$ cat src/hdl/merkle_proof_verify_defines.svh
// Assertion helpers for the proof walker.
`ifndef MERKLE_PROOF_VERIFY_DEFINES_SVH
`define MERKLE_PROOF_VERIFY_DEFINES_SVH
`ifndef SYNTHESIS
`define MPV_ASSERT(label, clk, rst_n, prop, msg) \
    label: assert property (@(posedge clk) disable iff (!rst_n) prop) else $error(msg);
`define MPV_ASSERT_NR(label, clk, prop, msg) \
    label: assert property (@(posedge clk) prop) else $error(msg);
`else
`define MPV_ASSERT(label, clk, rst_n, prop, msg)
`define MPV_ASSERT_NR(label, clk, prop, msg)
`endif
`endif

$ cat src/hdl/mpv_pkg.sv
`default_nettype none
package mpv_pkg;
    localparam int DigestBits = 256;
    localparam int Rounds = 64;

    typedef logic [DigestBits-1:0] digest_t;

    typedef struct packed {
        logic    first;
        logic    sibling_left;
        digest_t digest;
        logic    last;
    } req_t;

    typedef enum logic [1:0] {
        ST_IDLE  = 2'd0,
        ST_BLK0  = 2'd1,
        ST_BLK1  = 2'd2,
        ST_EMIT  = 2'd3
    } hash_state_t;

    typedef logic [31:0] rk_tab_t [0:Rounds-1];
    localparam rk_tab_t RK = '{
        32'h428a2f98, 32'h71374491, 32'hb5c0fbcf, 32'he9b5dba5, 32'h3956c25b, 32'h59f111f1,
        32'h923f82a4, 32'hab1c5ed5, 32'hd807aa98, 32'h12835b01, 32'h243185be, 32'h550c7dc3,
        32'h72be5d74, 32'h80deb1fe, 32'h9bdc06a7, 32'hc19bf174, 32'he49b69c1, 32'hefbe4786,
        32'h0fc19dc6, 32'h240ca1cc, 32'h2de92c6f, 32'h4a7484aa, 32'h5cb0a9dc, 32'h76f988da,
        32'h983e5152, 32'ha831c66d, 32'hb00327c8, 32'hbf597fc7, 32'hc6e00bf3, 32'hd5a79147,
        32'h06ca6351, 32'h14292967, 32'h27b70a85, 32'h2e1b2138, 32'h4d2c6dfc, 32'h53380d13,
        32'h650a7354, 32'h766a0abb, 32'h81c2c92e, 32'h92722c85, 32'ha2bfe8a1, 32'ha81a664b,
        32'hc24b8b70, 32'hc76c51a3, 32'hd192e819, 32'hd6990624, 32'hf40e3585, 32'h106aa070,
        32'h19a4c116, 32'h1e376c08, 32'h2748774c, 32'h34b0bcb5, 32'h391c0cb3, 32'h4ed8aa4a,
        32'h5b9cca4f, 32'h682e6ff3, 32'h748f82ee, 32'h78a5636f, 32'h84c87814, 32'h8cc70208,
        32'h90befffa, 32'ha4506ceb, 32'hbef9a3f7, 32'hc67178f2
    };

    localparam logic [255:0] IV = {
        32'h6a09e667, 32'hbb67ae85, 32'h3c6ef372, 32'ha54ff53a,
        32'h510e527f, 32'h9b05688c, 32'h1f83d9ab, 32'h5be0cd19
    };

    // Map one six-bit group to its Base64 character
    function automatic logic [7:0] b64_char(input logic [5:0] v);
        logic [7:0] c;
        if (v < 6'd26)
            c = 8'd65 + {2'b00, v};
        else if (v < 6'd52)
            c = 8'd71 + {2'b00, v};
        else if (v < 6'd62)
            c = {2'b00, v} - 8'd4;
        else if (v == 6'd62)
            c = 8'd43;
        else
            c = 8'd47;
        return c;
    endfunction

    // Base64 text of a 256-bit digest: 44 characters, trailing pad
    function automatic logic [351:0] b64_text(input digest_t d);
        logic [263:0] padded;
        logic [351:0] t;
        padded = {d, 8'h00};
        for (int i = 0; i < 43; i++)
            t[351-8*i -: 8] = b64_char(padded[263-6*i -: 6]);
        t[7:0] = 8'd61;
        return t;
    endfunction

    function automatic logic [31:0] ror32(input logic [31:0] x, input int n);
        return (x >> n) | (x << (32 - n));
    endfunction
endpackage
`default_nettype wire

$ cat src/hdl/mpv_front.sv
`default_nettype none
// Two-entry request queue between the input channel and the hash engine
module mpv_front (
    input  wire logic          clk,
    input  wire logic          rst_n,
    input  wire logic          in_valid,
    output logic               in_ready,
    input  wire mpv_pkg::req_t in_req,
    output logic               q_valid,
    input  wire logic          q_ready,
    output mpv_pkg::req_t      q_req
);
    import mpv_pkg::*;

    req_t       ent_reg [0:1];
    logic       wp_reg, rp_reg;
    logic [1:0] cnt_reg;
    logic       push, pop;

    assign in_ready = (cnt_reg != 2'd2);
    assign q_valid  = (cnt_reg != 2'd0);
    assign q_req    = ent_reg[rp_reg];
    assign push     = in_valid && in_ready;
    assign pop      = q_valid && q_ready;

    // Store accepted requests
    always_ff @(posedge clk)
    begin
        if (push)
            ent_reg[wp_reg] <= in_req;
    end

    // Advance pointers and count
    always_ff @(posedge clk or negedge rst_n)
    begin
        if (!rst_n)
        begin
            wp_reg  <= 1'b0;
            rp_reg  <= 1'b0;
            cnt_reg <= 2'd0;
        end
        else
        begin
            if (push)
                wp_reg <= ~wp_reg;
            if (pop)
                rp_reg <= ~rp_reg;
            cnt_reg <= cnt_reg + {1'b0, push} - {1'b0, pop};
        end
    end
endmodule
`default_nettype wire

$ cat config.mk
export PLATFORM = sky130hd
export DESIGN_NAME = mpv_front
export DESIGN_NICKNAME = d
export VERILOG_FILES = /design/src/hdl/merkle_proof_verify_defines.svh /design/src/hdl/mpv_pkg.sv /design/src/hdl/mpv_front.sv
export SDC_FILE = /design/constraint.sdc
export NUM_CORES = 1
export LEC_CHECK = 0
export ABC_CLOCK_PERIOD_IN_PS = 17370
export BUFFER_PORTS_ARGS = -buffer_cell sky130_fd_sc_hd__buf_2
export CORE_MARGIN = 5
export CORE_UTILIZATION = 53
export DETAILED_ROUTE_END_ITERATION = 12
export GPL_TIMING_DRIVEN = 0
export PLACE_DENSITY = 0.78
export SETUP_SLACK_MARGIN = 0.05
export SYNTH_ARGS = -nofsm -noshare
export SYNTH_HDL_FRONTEND = slang
export SYNTH_SLANG_ARGS = --single-unit
$ cat constraint.sdc
create_clock -name clk -period 17.37 [get_ports clk]
set_clock_uncertainty 0.05 [all_clocks]
set_input_delay 1.737 -clock clk [delete_from_list [all_inputs] [get_ports clk]]
set_output_delay 1.737 -clock clk [all_outputs]
set_load 0.01 [all_outputs]
Word level (Yosys, flattened, before mapping)
Memory sizes are Yosys's and may differ from the RTL's.
Index checks and enable logic that the tools add are counted.
Cells by class
  $mul: 0
  reductions and logical operators: 3
  equality and inequality tests: 1
  div/mod/pow operators: 0
  order comparisons: 0
  muxes and demuxes: 2
  $add $sub $neg: 2
  bitwise operators: 2
  shift-type cells: 0
Operators by type and width (number)
  2-bit by 1-bit adder with 2-bit output: 1
  1-bit logical AND: 2
  1-bit 2-to-1 mux: 2
  2-bit != test (second input constant): 1
  1-bit inverter: 2
  2-bit nonzero test: 1
  2-bit by 1-bit subtractor with 2-bit output: 1
Storage, ports and cells
  output and inout port bits: 261
  input port bits: 263
  latch bits: 0
  flip-flop bits (word level): 4
  memory bits (writable): 518
  memory bits (read-only): 0
  logic and storage cells: 14
  memories kept: 1
Memory list
  ent_reg: words 2, bits a word 259, rd ports 1, clocked after Yosys merged registers in 0, write ports 1, RTL line mpv_front.sv:15  | req_t ent_reg [0:1];

Logic depth before layout (Yosys ltp)
Gate-level depths: netlist of run 1.
  word-level depth: 4
  gate-level depth with buffers: 7
  gate-level depth less buffers: 7

Worst setup path before layout of run 1
Ideal clock, no wire load.
  path kind: input -> register
  start point: input port in_valid
  end point: memory ent_reg[0][0] in the netlist's numbering (enable)
  setup slack: 3.876 ns
  library setup time: 0.884 ns
  path buffers: 0
  stages: 2
  arrival time: 12.560 ns
  cells stage by stage: nand2_1 -> nor2_1
On the way
  word-level cells in the longest chain between the ends: 3
RTL lines
  start: declaration: RTL line mpv_front.sv:6  | input wire logic in_valid,
  1-bit logical AND: RTL line mpv_front.sv:23  | assign push = in_valid && in_ready;
  1-bit 2-to-1 mux: RTL line mpv_front.sv:29  | if (push)
  1-bit 2-to-1 mux (not written as such): RTL line mpv_front.sv:30  | ent_reg[wp_reg] <= in_req;
  end: declaration: RTL line mpv_front.sv:15
Every way passes these cells.

==> results_dict.tcl, run 1 <==
set metrics [dict create \
    worst_slew_pin_slew_ps 702 \
    synth_seq_area_share_pct 79.4 \
    fin_util_pct 67.5 \
    clockBufferDepth 3 \
    max_slew_margin_pct 53.1 \
    required_ps 15580 \
    firstDrtPassIters 4 \
    wl_um 44800 \
    cts.clk_slew.worst_paths_ps 60 \
    synth_area_leader_cell "edfxtp_1" \
    die_area_sq_mm 0.0411 \
    ir_drop_mv 0.116 \
    syn_area_sq_mm 0.0197 \
    final_hold_viol_count 0 \
    regArea_sq_mm 0.0157 \
    reg2reg_from "cnt_reg[1]" \
    largest_reg_flops 518 \
    critical_path_buf_inv_count 4 \
    grt.total_usage_pct 21.0 \
    placed_area_sq_mm 0.0232 \
    multi_input_area_sq_mm 0.00377 \
    status "finished, final reports clean" \
    final_common_cell "buf_2" \
    cpMostUsedCell "buf_6" \
    ys_types 16 \
    crit_path_max_incr_delay_ps 340 \
    syn_to_final_growth_pct 25.7 \
    timing.setup.tns_ps 0 \
    fillCellCount 2396 \
    io_pins 524 \
    critPathMaxFanout 10 \
    arrival_ps 2060 \
    synth_warnings 0 \
    drt_iter0_markers 483 \
    endpoint_kind "output port" \
    ant_nets 0 \
    drc 0 \
    final_cell_mix "buf_2, edfxtp_1, mux2_4" \
    hp-class "flop to flop" \
    post-route-cell-area_sq_mm 0.0248 \
    postSynthCellCount 823 \
    clock_latency_ps 570 \
    crit_start "rp_reg" \
    nets 1678 \
    cp_slowest_cell "dfrtp_1" \
    htreeDepth 2 \
    layout_setup_ws_ps 13530 \
    cp_top_family "buffers and inverters" \
    rsz0062_at_grt "false" \
    grt_overflow_total 0 \
    post-route-min-period_ps 3840 \
    cts_tree "built" \
    start_util_pct 53.7 \
    hpwlAfterDp_um 32300 \
    avgSynthCellArea_sq_um 23.9 \
    netlist_top_cells_area "edfxtp_1, mux2_4, mux2_2" \
    cts_buffers 52 \
    root_buffer "clkbuf_16" \
    crit_chain "buf_6, buf_6, buf_6, mux2_4, buf_2" \
    power.density_mw_per_mm2 172 \
    ys_ff_latch 522 \
    drv_cap 0 \
    viasPerCell 5.20 \
    grt_max_degree 64 \
    port_buffers 523 \
    coreArea_sq_mm 0.0367 \
    grt_pass1_wl_um 64800 \
    num_rows 70 \
    die_width_um 203 \
    post_cts_buffers 0 \
    routedWlPerCell_um 23.2 \
    synth_nets 1088 \
    cts.repair.resized 0 \
    hp-start "cnt_reg[0]" \
    fmax_mhz 260 \
    preCtsSetupSlack_ps 13410 \
    power_leakage_uw 0.00987 \
    hold_ws_ps 475 \
    vias 10000 \
    chipHeight_um 203 \
    gp_congestion 0.779 \
    critPathKind "flop to output port" \
    cts.sinks 522 \
    period_share_pct 22.1 \
    drv_slew 0 \
    antenna_found_initial 20 \
    start_kind "flop" \
    setup_violations 0 \
    drive_gt1_share_pct 61.6 \
    grt_pass1_vias 10600 \
    cts_hold_buf 0 \
    netlist.area_leader.share_pct 78.9 \
]
[logic make-up (layout without fill, tap and decap cells)]
group,after synthesis,in the layout,share of synthesized area [%]
multiplexers,259,259,18.6
other,0,9,0
XOR/XNOR,4,4,0.178
flip-flops,522,522,79.4
AND/OR/NAND/NOR,6,6,0.165
buffers and inverters,30,657,1.49
adder cells (fa/ha/maj),2,2,0.127
[synth_stat cells, drive strengths merged]
cell type  count
dfrtp          4
and2           1
nand2b         1
xor2           1
mux2         259
or2            1
edfxtp       518
buf           29
ha             2
and3           1
nand2          1
inv            1
nor2           1
xnor2          3
[worst reg2reg max path, delay by kind of cell (launching register included)]
family	cells	cell delay, ps
buf+inv	4	1040
simple gates	3	860
flops	1	400
[stage by stage]
step	total power [uW]	std cells
floorplan	2840	823
global placement	3400	1814
detailed placement	3310	1827
CTS	4320	1918
global route	4450	1925
finish	4270	1927
[metal layers]
metal	wire length (um)	global-route usage, %	share of wire [%]	vias up
met5	161	0	0.36	-
met4	1550	8.39	3.5	22
met3	4590	7.70	10	104
met2	23200	36.9	52	457
met1	15300	23.3	34	4952
li1	-	-	-	4486
[power breakdown]
part	total, uW	switching (uW)	internal (uW)
clock	1010	439	571
sequential	1790	66.5	1720
combinational	1480	760	717
total	4270	1270	3010
[path summary, 6_finish.rpt]
check | end | slack [ps] | cells past startpoint
max in group asynchronous | cnt_reg[0] | 16230 | 1
max | q_req[176] | 13530 | 5
min in group asynchronous | cnt_reg[1] | 920 | 1
max reg2reg | ent_reg[0][139] | 14670 | 7
min | cnt_reg[0] | 480 | 1
min reg2reg | cnt_reg[0] | 480 | 1
[layout make-up]
type | instances | area share (%)
Timing Repair Buffer | 536 | 11.8
Multi-Input combinational cell | 271 | 15.2
Clock buffer | 73 | 5.78
Sequential cell | 522 | 63.2
Tap cell | 468 | 2.36
Buffer | 29 | 1.17
Antenna cell | 9 | 0.0909
Clock inverter | 18 | 0.364
Inverter | 1 | 0.0152
Note: power is estimated with default switching activity, not from simulation.
==> run 2: changes to the inputs <==
Settings changed: ABC_CLOCK_PERIOD_IN_PS 17370 to 4000.
Clock period 17.37 ns to 4 ns, I/O delays scaled along.
==> results_dict.tcl, run 2 (synthesis gave the netlist of run 1 again) <==
set metrics [dict create \
    critPathMaxFanout 32 \
    crit_chain "nand2b_1, nand2_2, nor2_4, buf_12, buf_12, buf_12, buf_12, buf_12" \
    start_util_pct 53.7 \
    cts.sinks 522 \
    crit_path_max_incr_delay_ps 620 \
    grt_pass1_vias 12800 \
    hp-class "input pin to flop" \
    ir_drop_mv 0.570 \
    die_area_sq_mm 0.0411 \
    die_width_um 203 \
    cp_top_family "buffers and inverters" \
    vias 11400 \
    required_ps 4220 \
    hold_ws_ps 134 \
    endpoint_kind "flop" \
    drc 0 \
    cts_buffers 51 \
    firstDrtPassIters 4 \
    instances_no_fill 2179 \
    hpwlAfterDp_um 31500 \
    final_cell_mix "buf_2, edfxtp_1, dlygate4sd3_1" \
    drv_cap 0 \
    coreArea_sq_mm 0.0367 \
    critical_path_buf_inv_count 5 \
    drt_iter0_markers 719 \
    gp_congestion 0.772 \
    power_leakage_uw 0.0109 \
    arrival_ps 3210 \
    viasPerCell 5.23 \
    final_hold_viol_count 0 \
    io_pins 524 \
    power.density_mw_per_mm2 696 \
    num_rows 70 \
    post_cts_buffers 0 \
    cts.clk_slew.worst_paths_ps 60 \
    cp_slowest_cell "nor2_4" \
    cts.repair.resized 0 \
    fmax_mhz 333 \
    max_slew_margin_pct 49.8 \
    syn_to_final_growth_pct 38.6 \
    critPathKind "flop to flop" \
    clockBufferDepth 3 \
    start_kind "flop" \
    routedWlPerCell_um 24.0 \
    largest_reg_flops 518 \
    final_common_cell "buf_2" \
    antenna_found_initial 2 \
    cts_tree "built" \
    chipHeight_um 203 \
    cts_hold_buf 260 \
    rsz0062_at_grt "false" \
    clock_latency_ps 570 \
    nets 1936 \
    setup_violations 0 \
    worst_slew_pin_slew_ps 751 \
    cpMostUsedCell "buf_12" \
    period_share_pct 75.0 \
    total_power_uw 19000 \
    root_buffer "clkbuf_16" \
    htreeDepth 2 \
    wl_um 52200 \
    ant_nets 0 \
    grt_overflow_total 0 \
    grt_pass1_wl_um 77300 \
    port_buffers 523 \
    post-route-min-period_ps 3000 \
    drive_gt1_share_pct 52.1 \
    drv_slew 0 \
    status "finished, final reports clean" \
    grt_max_degree 66 \
    grt.total_usage_pct 24.9 \
    dp.cells 1826 \
]
## run 2: changes by cell type in the layout (fill, tap and decap cells not counted), moves of 3 or more
cell           change
diode_2            -7
clkinv_1          +10
clkbuf_8           -3
dlygate4sd3_1    +260
clkbuf_1           -7
## run 2: path summary, 6_finish.rpt
kind / endpoint / cells after the start / slack [ps] / startpoint
setup / recovery: ent_reg[0][146] / 8 / 1000 / cnt_reg[0]
hold / removal: rp_reg / 3 / 130 / q_ready
setup reg to reg: ent_reg[0][146] / 8 / 1000 / cnt_reg[0]
hold reg to reg: cnt_reg[0] / 1 / 520 / cnt_reg[0]
max in group asynchronous: rp_reg / 2 / 3630 / rst_n
min in group asynchronous: wp_reg / 2 / 140 / rst_n
## run 2: cell type report
type	count	area, sq um
sequential	522	15700
fill	1955	9380
timing repair buffer	795	5490
multi-input combinational	271	3770
clock buffer	63	1360
tap	468	586
buffer	29	289
clock inverter	28	153
antenna	2	5.00
inverter	1	3.75
## run 2: metrics by stage
step | utilization [%] | TNS (ps) | instance area (sq um) | setup WS (ps)
global placement | 62.5 | -1208320 | 22900 | -2930
finish | 74.4 | 0 | 27300 | 1000
global route | 74.4 | 0 | 27300 | 862
floorplan | - | -315450 | 19700 | -980
detailed placement | 63.2 | 0 | 23200 | 1030
CTS | 74.4 | 0 | 27300 | 1020
## run 2: worst register-to-register path: stages (launching register included)
cell and delay [ps]:
dfrtp_1 380, nand2b_1 190, nand2_2 130, nor2_4 620, buf_12 300, buf_12 250
buf_12 250, buf_12 260, buf_12 250
## run 2: report_power, final
| group | internal [uW] | switching [uW] | leakage (uW) |
|---|---|---|---|
| registers | 7470 | 340 | 0.00486 |
| clock network | 2470 | 1990 | 0.000740 |
| logic | 3270 | 3480 | 0.00534 |
## run 2: metal layers
layer  up-vias  routed length [um]  share of wire (%)  GRT usage, %
met4         0                1960                3.7          10.4
met1      5662               17900                 34          27.4
met3       113                4700                9.0          7.19
met5         -                   0                  0             0
li1       5008                   -                  -             -
met2       604               27700                 53          45.1
